[config.mk]
export PLATFORM = sky130hd
export DESIGN_NAME = ptld_isqrt
export DESIGN_NICKNAME = d
export VERILOG_FILES = /design/src/rtl/core/ptld_pkg.sv /design/src/rtl/core/ptld_isqrt.sv
export SDC_FILE = /design/constraint.sdc
export NUM_CORES = 1
export LEC_CHECK = 0
export BUFFER_PORTS_ARGS = -buffer_cell sky130_fd_sc_hd__buf_4
export CAP_MARGIN = 20
export CORE_MARGIN = 2
export CORE_UTILIZATION = 63
export CTS_BUF_LIST = sky130_fd_sc_hd__clkbuf_4 sky130_fd_sc_hd__clkbuf_8 sky130_fd_sc_hd__clkbuf_16
export CTS_CLUSTER_DIAMETER = 150
export DETAILED_ROUTE_END_ITERATION = 16
export PLACE_DENSITY = 0.85
export SLEW_MARGIN = 20
export SYNTH_ARGS = -nofsm -noshare
export SYNTH_HDL_FRONTEND = slang
export SYNTH_SLANG_ARGS = --single-unit
export TNS_END_PERCENT = 100
[constraint.sdc]
create_clock -name clk_i -period 4.74 [get_ports clk_i]
set_input_delay 0.948 -clock clk_i [delete_from_list [all_inputs] [get_ports clk_i]]
set_output_delay 0.948 -clock clk_i [all_outputs]
set_load 0.01 [all_outputs]
[src/rtl/core/ptld_pkg.sv]
// ----------------------------------------------------------------------------
// ptld_pkg
// Shared types and constants of the point-to-line distance pipeline.
// ----------------------------------------------------------------------------
package ptld_pkg;

  localparam int unsigned DistW     = 17;
  localparam int unsigned SatShift  = 34;
  localparam int unsigned RootSteps = SatShift / 2;
  localparam logic [DistW-1:0] DistMax = {DistW{1'b1}};

  // travels alongside the data from stage 7 through the divider and root stages
  typedef struct packed {
    logic vld;
    logic degen;
    logic sat;
  } ptld_tag_t;

endpackage

[src/rtl/core/ptld_isqrt.sv]
// ----------------------------------------------------------------------------
// ptld_isqrt
// Pipelined integer square root, one result bit per stage; the last stage
// is the output register and applies saturation.
// ----------------------------------------------------------------------------
module ptld_isqrt (
  input  logic                          clk_i,
  input  logic                          rst_ni,
  input  logic                          en_i,
  input  ptld_pkg::ptld_tag_t           tag_i,
  input  logic [ptld_pkg::SatShift-1:0] rad_i,
  output ptld_pkg::ptld_tag_t           tag_o,
  output logic [ptld_pkg::DistW-1:0]    root_o
);
  import ptld_pkg::*;

  localparam int unsigned RemW = SatShift + 2;

  ptld_tag_t        tag_q [RootSteps+1];
  logic [RemW-1:0]  rem_q [RootSteps+1];
  logic [DistW-1:0] res_q [RootSteps+1];

  always_ff @(posedge clk_i or negedge rst_ni) begin
    if (!rst_ni) begin
      tag_q[0] <= '0;
    end else if (en_i) begin
      tag_q[0] <= tag_i;
    end
  end

  always_ff @(posedge clk_i) begin
    if (en_i) begin
      rem_q[0] <= RemW'(rad_i);
      res_q[0] <= '0;
    end
  end

  for (genvar i = 0; i < RootSteps; i++) begin : g_stage
    localparam int unsigned J = RootSteps - 1 - i;
    logic [RemW-1:0]  trial;
    logic             ge;
    logic [DistW-1:0] res_d;
    // (res + 2^J)^2 - res^2
    assign trial = (RemW'(res_q[i]) << (J + 1)) + (RemW'(1) << (2 * J));
    assign ge    = rem_q[i] >= trial;
    assign res_d = res_q[i] | (DistW'(ge) << J);

    always_ff @(posedge clk_i or negedge rst_ni) begin
      if (!rst_ni) begin
        tag_q[i+1] <= '0;
      end else if (en_i) begin
        tag_q[i+1] <= tag_q[i];
      end
    end

    always_ff @(posedge clk_i) begin
      if (en_i) begin
        rem_q[i+1] <= ge ? rem_q[i] - trial : rem_q[i];
        if (i == RootSteps - 1) begin
          res_q[i+1] <= tag_q[i].sat ? DistMax : res_d;
        end else begin
          res_q[i+1] <= res_d;
        end
      end
    end
  end

  assign tag_o  = tag_q[RootSteps];
  assign root_o = res_q[RootSteps];

endmodule

After elaboration in Yosys (flattened, before gate mapping):

Memory sizes are Yosys's and may differ from the RTL's.
Cells that the tools add are included.

* bits in registers: 54
* RAM bits: 954
* input port bits: 40
* output and inout port bits: 20
* word-level logic and storage cells: 144
* memories: 2

* $add $sub $neg: 34
* order comparisons: 17
* muxes and demuxes: 20
* bitwise logic cells: 17

Memories
* rem_q: depth 18, bits a word 36, rd ports 17, clocked after memory_dff 0, wr ports 18, RTL line ptld_isqrt.sv:20 `logic [RemW-1:0] rem_q [RootSteps+1];`
* res_q: depth 18, bits a word 17, rd ports 18, clocked after memory_dff 0, wr ports 18, RTL line ptld_isqrt.sv:21 `logic [DistW-1:0] res_q [RootSteps+1];`

Operators with widths (count)
* 36-bit two-way mux: 17
* 36-bit by 19-bit >= comparator with 1-bit output: 1
* 36-bit by 20-bit >= comparator with 1-bit output: 1
* 36-bit by 21-bit >= comparator with 1-bit output: 1
* 36-bit by 22-bit >= comparator with 1-bit output: 1
* 36-bit by 23-bit >= comparator with 1-bit output: 1
* 36-bit by 24-bit >= comparator with 1-bit output: 1
* 36-bit by 25-bit >= comparator with 1-bit output: 1
* 36-bit by 26-bit >= comparator with 1-bit output: 1
* 36-bit by 27-bit >= comparator with 1-bit output: 1
* 36-bit by 28-bit >= comparator with 1-bit output: 1
* 36-bit by 29-bit >= comparator with 1-bit output: 1
* 36-bit by 30-bit >= comparator with 1-bit output: 1
* 36-bit by 31-bit >= comparator with 1-bit output: 1
* 36-bit by 32-bit >= comparator with 1-bit output: 1
* 36-bit by 33-bit >= comparator with 1-bit output: 1
* 36-bit by 34-bit >= comparator with 1-bit output: 1
* 36-bit by 35-bit >= comparator with 1-bit output: 1
* 36-bit by 19-bit subtractor with 36-bit output: 1
* 36-bit by 20-bit subtractor with 36-bit output: 1
* 36-bit by 21-bit subtractor with 36-bit output: 1
* 36-bit by 22-bit subtractor with 36-bit output: 1
* 36-bit by 23-bit subtractor with 36-bit output: 1
* 36-bit by 24-bit subtractor with 36-bit output: 1
* other kinds (47): 48

Logic depth before layout (Yosys ltp):

Gate-level depths: netlist of the first run.
An unclocked memory read counts as a cell.

* depth after elaboration: 5
* mapped depth: 12

Least setup slack after synthesis of the first run:

Ideal clock, no wire load.

* kind: reg-to-reg
* start point: mem rem_q[12][22] in the netlist's numbering
* end point: mem rem_q[13][12] in the netlist's numbering (data pin)
* setup time: 0.260 ns
* arrival: 2.828 ns
* data required time: 4.480 ns
* path slack: 1.652 ns
* stages on the path, launching flop included: 9
* buffers on the path: 1
* clock period less this slack: 3.088 ns
* path through: edfxtp_1 > or3_4 > or4_4 > or4_1 > or4b_4 > inv_2 > nand2_2 > buf_6 > mux2_4

RTL lines (RTL line)
* start, declared: ptld_isqrt.sv:20

==> results of run 1 <==
[logic make-up after synthesis]
logic type	after synthesis	synth area share
AOI/OAI and AO/OA	458	0.0779
and+or+nand+nor	744	0.106
other	1	0.000101
DFF	816	0.653
xor gates and xnor gates	240	0.0566
adders and majority gates	166	0.0560
buffers and inverters	246	0.0261
muxes	81	0.0248
[registers in the layout, summed over array words and instances (netlist names)]
| register | count |
|---|---|
| rem_q | 609 |
| tag_o | 3 |
| res_q | 153 |
| tag_q | 51 |
[Yosys cell counts, drive strengths merged (32+ instances only)]
library cell and n:
a21o 42, a21oi 139, dfrtp 54, edfxtp 762, ha 166, inv 203
mux2 75, nand2 154, nor2 162, nor3 83, nor4 78, o21a 32
o21ai 117, xnor2 120, xor2 120
[routing by layer]
layer	up-vias	track usage	share of wire
met4	0	0.127	0.050
met5	-	0	0
met3	216	0.0358	0.046
met2	798	0.467	0.54
met1	10896	0.261	0.36
li1	10524	-	-
[power breakdown]
group	total (mW)	switching, mW	internal, mW
clock	6.18	2.67	3.51
sequential	9.52	0.590	8.93
combinational	2.48	1.35	1.13
[worst max-delay path by stage]
| stage | startpoint | end | slack (ns) | cells past startpoint |
|---|---|---|---|---|
| final | rem_q[14][28] | rem_q[15][29] | 0.73 | 9 |
| after global routing | rem_q[14][28] | rem_q[15][33] | 0.58 | 9 |
| after CTS | rem_q[14][28] | rem_q[15][29] | 0.80 | 9 |
| after detailed placement | rem_q[14][28] | rem_q[15][29] | 0.82 | 9 |
| after global placement | rem_q[9][24] | rem_q[10][35] | 0.97 | 10 |
| after floorplan | rem_q[12][22] | rem_q[13][12] | 1.65 | 8 |
[cell type report]
type                            instances  area, sq um
Sequential cell                       816        24200
Fill cell                            3493        16800
Multi-Input combinational cell       1690        11900
Clock buffer                          103         2230
Tap cell                              765          957
Inverter                              204          766
Timing Repair Buffer                   82          723
Clock inverter                         44          343
[cells in the final DEF (no fill, tap or decap), types with 9 or more instances in the layout]
cell,count
sky130_fd_sc_hd__edfxtp_1,762
sky130_fd_sc_hd__inv_1,202
sky130_fd_sc_hd__ha_1,166
sky130_fd_sc_hd__nor2_1,161
sky130_fd_sc_hd__nand2_1,153
sky130_fd_sc_hd__a21oi_1,139
sky130_fd_sc_hd__xor2_1,120
sky130_fd_sc_hd__xnor2_1,120
sky130_fd_sc_hd__o21ai_0,105
sky130_fd_sc_hd__nor3_1,81
sky130_fd_sc_hd__clkbuf_16,81
sky130_fd_sc_hd__nor4_1,78
sky130_fd_sc_hd__buf_4,73
sky130_fd_sc_hd__mux2_2,71
sky130_fd_sc_hd__dfrtp_1,54
sky130_fd_sc_hd__a21o_1,42
sky130_fd_sc_hd__o21a_1,32
sky130_fd_sc_hd__nand3_1,30
sky130_fd_sc_hd__nor2b_1,28
sky130_fd_sc_hd__or2_2,28
sky130_fd_sc_hd__or3_1,27
sky130_fd_sc_hd__or4_1,27
sky130_fd_sc_hd__nand2b_1,26
sky130_fd_sc_hd__nand4_1,21
sky130_fd_sc_hd__o31ai_1,20
sky130_fd_sc_hd__clkinv_1,20
sky130_fd_sc_hd__a211oi_1,19
sky130_fd_sc_hd__clkbuf_4,16
sky130_fd_sc_hd__nand3b_1,12
sky130_fd_sc_hd__o21ai_1,12
sky130_fd_sc_hd__o211ai_1,11
sky130_fd_sc_hd__nor4b_1,11
sky130_fd_sc_hd__clkinv_2,11
sky130_fd_sc_hd__nand4b_1,9
sky130_fd_sc_hd__and2_1,9
[per-stage QoR]
step,hold WS (ns),utilization
after floorplan,0.400,-
after global placement,0.401,0.665
after detailed placement,0.405,0.665
after CTS,0.356,0.710
after global routing,0.409,0.710
final,0.356,0.710
==> metrics.txt, run 1 <==
outcome completed; DR vias/cell 6.06; total I/O pin count 60; remaining routing DRC violations 0; core box area 58000 sq um; Routability Congestion 0.970; Yosys reg bits 816; height of the die 247 microns; number of sinks handled by clock tree synthesis 816; worst relative slew slack 0.249; starting density of the core 0.640; master cell of the clock root buffer sky130_fd_sc_hd__clkbuf_16; area of placed instances 38600 sq um; P&R area growth vs syn 11.0%; number of cells upsized or downsized after cts 0; synthesized instance count 2752; unique cell type count in the Yosys netlist 84; number of placement rows 88; Crit path largest cell delay 0.72 ns; data arrival time of the critical path 4.36 ns; setup skew after layout 0.0232 ns; net count of the mapped netlist 2958; Most Frequent Cell on Critical Path sky130_fd_sc_hd__nor3_1; Setup Slack @ Placement 0.816 ns; worst-path maximum fanout 17; worst reg-to-reg setup slack 0.73 ns; total of hold buffers inserted after clock tree synthesis 0; initial antenna violation count 0; PortBufs 59; GR Overflow Total 0; peak clock frequency supported by timing 0.250 GHz; Clock Latency Late Sink 0.63 ns; power density cells 441 nW/um^2; setup repair after global routing missed its margin no; final hold violations 0; RR Endpoint rem_q[15][29]; CTS tree built; placed cell count 3557; reported max-cap violation count 0; launching point of the worst reg2reg path rem_q[14][28]; n_diodes 0; Yosys warning total 0; number of global-route vias before repair 23196; starting DRC count in detailed routing 1695; peak supply drop 0.397 mV; top cell type's share of synthesized area 0.617; Total Routed Length 73100 microns; first-pass GRT wire length 117000 microns; clock-pin slew reported for the worst setup and hold paths after clock tree synthesis 0.06 ns; cell family with most CP delay simple AND/OR/NAND/NOR gates; startpoint types flip-flop; CP bufs+invs 1; number of standard cells in the layout, taps in and fillers out 3704; leading area contributor after synthesis sky130_fd_sc_hd__edfxtp_1; leakage dissipation 15.7 nW; count of nets after finishing 3080; most used flip-flop cell after synthesis sky130_fd_sc_hd__edfxtp_1; wire length per cell after detailed routing 19.7 microns; final instance area 41200 sq um; H-tree levels 3; clock tree buffer depth 3; Slowest cell on crit path sky130_fd_sc_hd__and4_1; GR Util All Layers 0.245; number of CTS-inserted buffers 80; CP cell instances or4_1 > nor3_1 > o211ai_1 > nor4_1 > and4_1 > clkinv_1 > nand4_1 > nor3_1 > xor2_1; final slew viol count 0; Data required, critical path 5.10 ns; total power 18.2 mW; post-route setup TNS 0 ns; Die Width 247 microns; category of the worst setup path capture point flip-flop; Final period util 0.845; ratio of cells with drive above 1 in the final layout 0.114; post-layout minimum cycle time 4.01 ns; Area contributors post-synth sky130_fd_sc_hd__edfxtp_1 (62%), sky130_fd_sc_hd__ha_1 (5.6%), sky130_fd_sc_hd__dfrtp_1 (3.6%); number of flops mapped to enable cells by yosys 762; mean instance size in the synthesized netlist 13.5 sq um; die area 60900 sq um; Worst Setup Path Type reg -> reg; proportion of register bits with asynchronous set or reset after synthesis 0.0662; area of the mapped netlist 37100 sq um; Worst-Margin Slew 1.11 ns; total number of vias 22434; post-route ant nets 0; number of buffers inserted to repair setup after CTS 0; final setup fails 0; sequential element share of the synthesized area 0.653; setup slack after layout 0.734 ns; pin count of the biggest net entering global routing 103; r2r worst-path depth 9; length of the first detailed-routing pass in iterations 6; type of the tightest min-delay check in -> async; dpl hpwl 50200 microns
Note: power is estimated with default switching activity, not from simulation.
==> run 2: changes to the inputs <==
--- a/config.mk
+++ b/config.mk
@@ -5,14 +5,15 @@
 export SDC_FILE = /design/constraint.sdc
 export NUM_CORES = 1
 export LEC_CHECK = 0
+export ABC_AREA = 1
 export BUFFER_PORTS_ARGS = -buffer_cell sky130_fd_sc_hd__buf_4
 export CAP_MARGIN = 20
 export CORE_MARGIN = 2
-export CORE_UTILIZATION = 63
+export CORE_UTILIZATION = 58
 export CTS_BUF_LIST = sky130_fd_sc_hd__clkbuf_4 sky130_fd_sc_hd__clkbuf_8 sky130_fd_sc_hd__clkbuf_16
 export CTS_CLUSTER_DIAMETER = 150
 export DETAILED_ROUTE_END_ITERATION = 16
-export PLACE_DENSITY = 0.85
+export PLACE_DENSITY = 0.82
 export SLEW_MARGIN = 20
 export SYNTH_ARGS = -nofsm -noshare
 export SYNTH_HDL_FRONTEND = slang
==> constraint.sdc (replaced) <==
create_clock -name clk_i -period 3.5 [get_ports clk_i]
set_input_delay 0.7 -clock clk_i [delete_from_list [all_inputs] [get_ports clk_i]]
set_output_delay 0.7 -clock clk_i [all_outputs]
set_load 0.01 [all_outputs]
==> run 2 against run 1 <==
Clock power grew 51%; core utilization shrank 6.4 points; final area grew 16%; clock-buffer cell count shrank 1; clock skew grew 0.020 ns; synthesized cell count grew 72%; register-to-register slack lost 0.13 ns; total power grew 47%; first-iteration DRC count grew 100%; sequential cell count is the same; largest power group unchanged.
==> metrics.txt, run 2 <==
total number of vias 32878 (+47%); area of placed instances 44900 sq um (+16%); post-route ant nets 0 (unchanged); most used flip-flop cell after synthesis sky130_fd_sc_hd__edfxtp_1; Yosys reg bits 816 (unchanged); final setup fails 0 (unchanged); most common cell in the synthesized netlist sky130_fd_sc_hd__nand2_1; Data required, critical path 3.93 ns (-1.17 ns); starting DRC count in detailed routing 3443 (+100%); dpl hpwl 77600 microns (+55%); CTS tree built; core box area 74200 sq um (+28%); first-pass GRT wire length 166000 microns (+42%); switch share 0.294 (+0.0409); launching point of the worst reg2reg path rem_q[11][15]; worst-path maximum fanout 21 (+4); final instance area 47900 sq um (+16%); unique cell type count in the Yosys netlist 63 (-25%); count of nets after finishing 5076 (+65%); master cell of the clock root buffer sky130_fd_sc_hd__clkbuf_16; category of the worst setup path capture point flip-flop; sequential element share of the synthesized area 0.560 (-0.0927); startpoint types flip-flop; proportion of register bits with asynchronous set or reset after synthesis 0.0662 (unchanged); largest registers ranked by flip-flop count rem_q (609), res_q (153), tag_q (51); setup skew after layout 0.0430 ns (+0.0198 ns); top cell type's share of synthesized area 0.529 (-0.0875); cell-internal power 18.9 mW (+39%); worst relative slew slack 0.484 (+0.235); post-route setup TNS 0 ns (unchanged); most common cell after layout, fill and taps aside sky130_fd_sc_hd__nand2_1; Worst-Margin Slew 0.766 ns (-0.347 ns); length of the first detailed-routing pass in iterations 8 (+2); number of CTS-inserted buffers 85 (+6.3%); height of the die 277 microns (+12%); Yosys warning total 0 (unchanged); worst reg-to-reg setup slack 0.61 ns (-0.13 ns); initial antenna violation count 0 (unchanged); leading cell types in the layout, fill and taps excluded sky130_fd_sc_hd__nand2_1 (1328), sky130_fd_sc_hd__edfxtp_1 (762), sky130_fd_sc_hd__inv_1 (719), sky130_fd_sc_hd__nor2_1 (490), sky130_fd_sc_hd__nand3_1 (267); n_diodes 0 (unchanged); clock-pin slew reported for the worst setup and hold paths after clock tree synthesis 0.06 ns (about the same); final slew viol count 0 (unchanged); Final period util 0.826 (-0.0188); total power 26.8 mW (+47%); combinational share of power 0.178 (+0.042); setup repair after global routing missed its margin no; Slowest cell on crit path sky130_fd_sc_hd__nor3_1; Area contributors post-synth sky130_fd_sc_hd__edfxtp_1 (53%), sky130_fd_sc_hd__nand2_1 (12%), sky130_fd_sc_hd__inv_1 (6.2%); flip-flop count of the largest register, all copies and words added 609 (unchanged); Die Width 277 microns (+12%); remaining routing DRC violations 0 (unchanged); data arrival time of the critical path 3.32 ns (-1.04 ns); sequential share of power 0.473 (-0.051); number of global-route vias before repair 31494 (+36%); leading area contributor after synthesis sky130_fd_sc_hd__edfxtp_1; number of flops mapped to enable cells by yosys 762 (unchanged); synthesized instance count 4739 (+72%); final standard cell utilization of the core 0.645 (-0.0644); total of hold buffers inserted after clock tree synthesis 0 (unchanged); outcome completed; leakage dissipation 20.9 nW (+33%); H-tree levels 3 (unchanged); Total Routed Length 105000 microns (+44%); peak clock frequency supported by timing 0.346 GHz (+39%); most common library cells after synthesis sky130_fd_sc_hd__nand2_1 (1328), sky130_fd_sc_hd__edfxtp_1 (762), sky130_fd_sc_hd__inv_1 (719), sky130_fd_sc_hd__nor2_1 (490), sky130_fd_sc_hd__nand3_1 (267); number of cells upsized or downsized after cts 0 (unchanged); PortBufs 59 (unchanged); Worst Setup Path Type reg -> reg; final hold violations 0 (unchanged); post-layout minimum cycle time 2.89 ns (-1.11 ns); net count of the mapped netlist 4945 (+67%); reported max-cap violation count 0 (unchanged); Fillers 5813 (+66%); r2r worst-path depth 10 (+1); share of total power in the clock network 0.349 (+0.009); Worst setup startpoint rem_q[11][15]; mean instance size in the synthesized netlist 9.13 sq um (-32%); power density cells 560 nW/um^2 (+27%); Most flops, register rem_q; CP cell instances ha_1 > nand2_1 > nor3_1 > nand3_1 > nand3_1 > inv_1 > nand2_1 > inv_1 > buf_4 > a21oi_1; clock tree buffer depth 3 (unchanged); RR Endpoint rem_q[12][28]; area of the mapped netlist 43300 sq um (+17%); number of buffers inserted to repair setup after CTS 0 (unchanged); pin count of the biggest net entering global routing 99 (-3.9%); P&R area growth vs syn 10.7%; wire length per cell after detailed routing 17.8 microns (-9.7%); GR Util All Layers 0.272 (+0.0273); GR Overflow Total 0 (unchanged); Routability Congestion 0.985 (+1.6%); Crit path largest cell delay 0.49 ns (-0.23 ns); Worst Setup EP rem_q[12][28]; number of sinks handled by clock tree synthesis 816 (unchanged); switching component of the power 7.89 mW (+71%); type of the tightest min-delay check in -> async; number of placement rows 100 (+14%); worst-case hold slack 0.0580 ns (-0.298 ns); DR vias/cell 5.56 (-8.1%); Clock Latency Late Sink 0.66 ns (+0.03 ns); die area 76800 sq um (+26%); starting density of the core 0.583 (-0.0567); total I/O pin count 60 (unchanged); ratio of cells with drive above 1 in the final layout 0.0670 (-0.0470); peak supply drop 0.496 mV (+25%)
[run 2: cell types whose count changed after synthesis, moves of 36 or more]
| cell | previous run | this run |
|---|---|---|
| sky130_fd_sc_hd__o21ai_0 | 106 | 143 |
| sky130_fd_sc_hd__xnor2_1 | 120 | 61 |
| sky130_fd_sc_hd__xor2_1 | 120 | 84 |
| sky130_fd_sc_hd__nor2_1 | 162 | 490 |
| sky130_fd_sc_hd__nor4_1 | 78 | 26 |
| sky130_fd_sc_hd__nand2_1 | 153 | 1328 |
| sky130_fd_sc_hd__nand3_1 | 30 | 267 |
| sky130_fd_sc_hd__inv_1 | 202 | 719 |
| sky130_fd_sc_hd__nand4_1 | 21 | 95 |
| sky130_fd_sc_hd__a21oi_1 | 139 | 230 |
| sky130_fd_sc_hd__mux2_2 | 71 | 2 |
[run 2: layout make-up]
class	count	area, sq um	area share
multi-input cells	3149	15900	0.333
flip-flops and latches	816	24200	0.506
clock inverters	56	687	0.0143
well taps	969	1210	0.0253
inverters	726	2730	0.0570
repair buffers	92	811	0.0169
clock buffers	102	2270	0.0473
[run 2: metrics by stage]
step / setup WS, ns / std cells
after floorplan: 1.46 / 4739
after global placement: 0.648 / 5752
after detailed placement: 0.621 / 5752
after CTS: 0.605 / 5910
after global routing: 0.482 / 5910
final: 0.607 / 5910
[run 2: cell families (layout without fill, tap and decap cells)]
family          count (synthesis)  after routing  synth area share
fa+ha+maj                     166            166            0.0480
flops                         816            816             0.560
other cells                     1              1         0.0000867
mux                             2              2          0.000521
compound gates                449            449            0.0574
xor+xnor                      145            145            0.0294
simple gates                 2386           2386             0.233
buf+inv                       774            976            0.0711
[run 2: power groups by stage]
stage	sequential [mW]	combinational [mW]	clock, mW
4_1_cts	12.7	4.73	9.47
3_5_place_dp	12.8	4.66	0
2_1_floorplan	12.5	3.40	0
6_report	12.7	4.79	9.35
5_1_grt	12.8	5.40	9.84
3_3_place_gp	12.8	4.57	0
[run 2: metal layers]
layer / track usage / wire (microns) / vias to the layer above
li1: - / - / 15934
met1: 0.361 / 44000 / 15486
met2: 0.464 / 51400 / 1236
met3: 0.0351 / 6750 / 222
met4: 0.0928 / 3160 / 0
met5: 0 / 0 / -
[run 2: worst min-delay path by stage]
| stage | start | end |
|---|---|---|
| final | rst_ni | tag_o[0] |
| after global routing | rst_ni | tag_o[0] |
| after CTS | rst_ni | tag_o[0] |
| after detailed placement | rem_q[0][4] | rem_q[1][4] |
| after global placement | rem_q[0][9] | rem_q[1][9] |
| after floorplan | rst_ni | tag_o[0] |
[run 2: critical path, delay by kind of cell (launching register included)]
family | cells | cell delay (ns)
fa+ha+maj | 1 | 0.45
simple gates | 5 | 1.17
flops | 1 | 0.42
compound gates | 1 | 0.26
buf+inv | 3 | 0.37
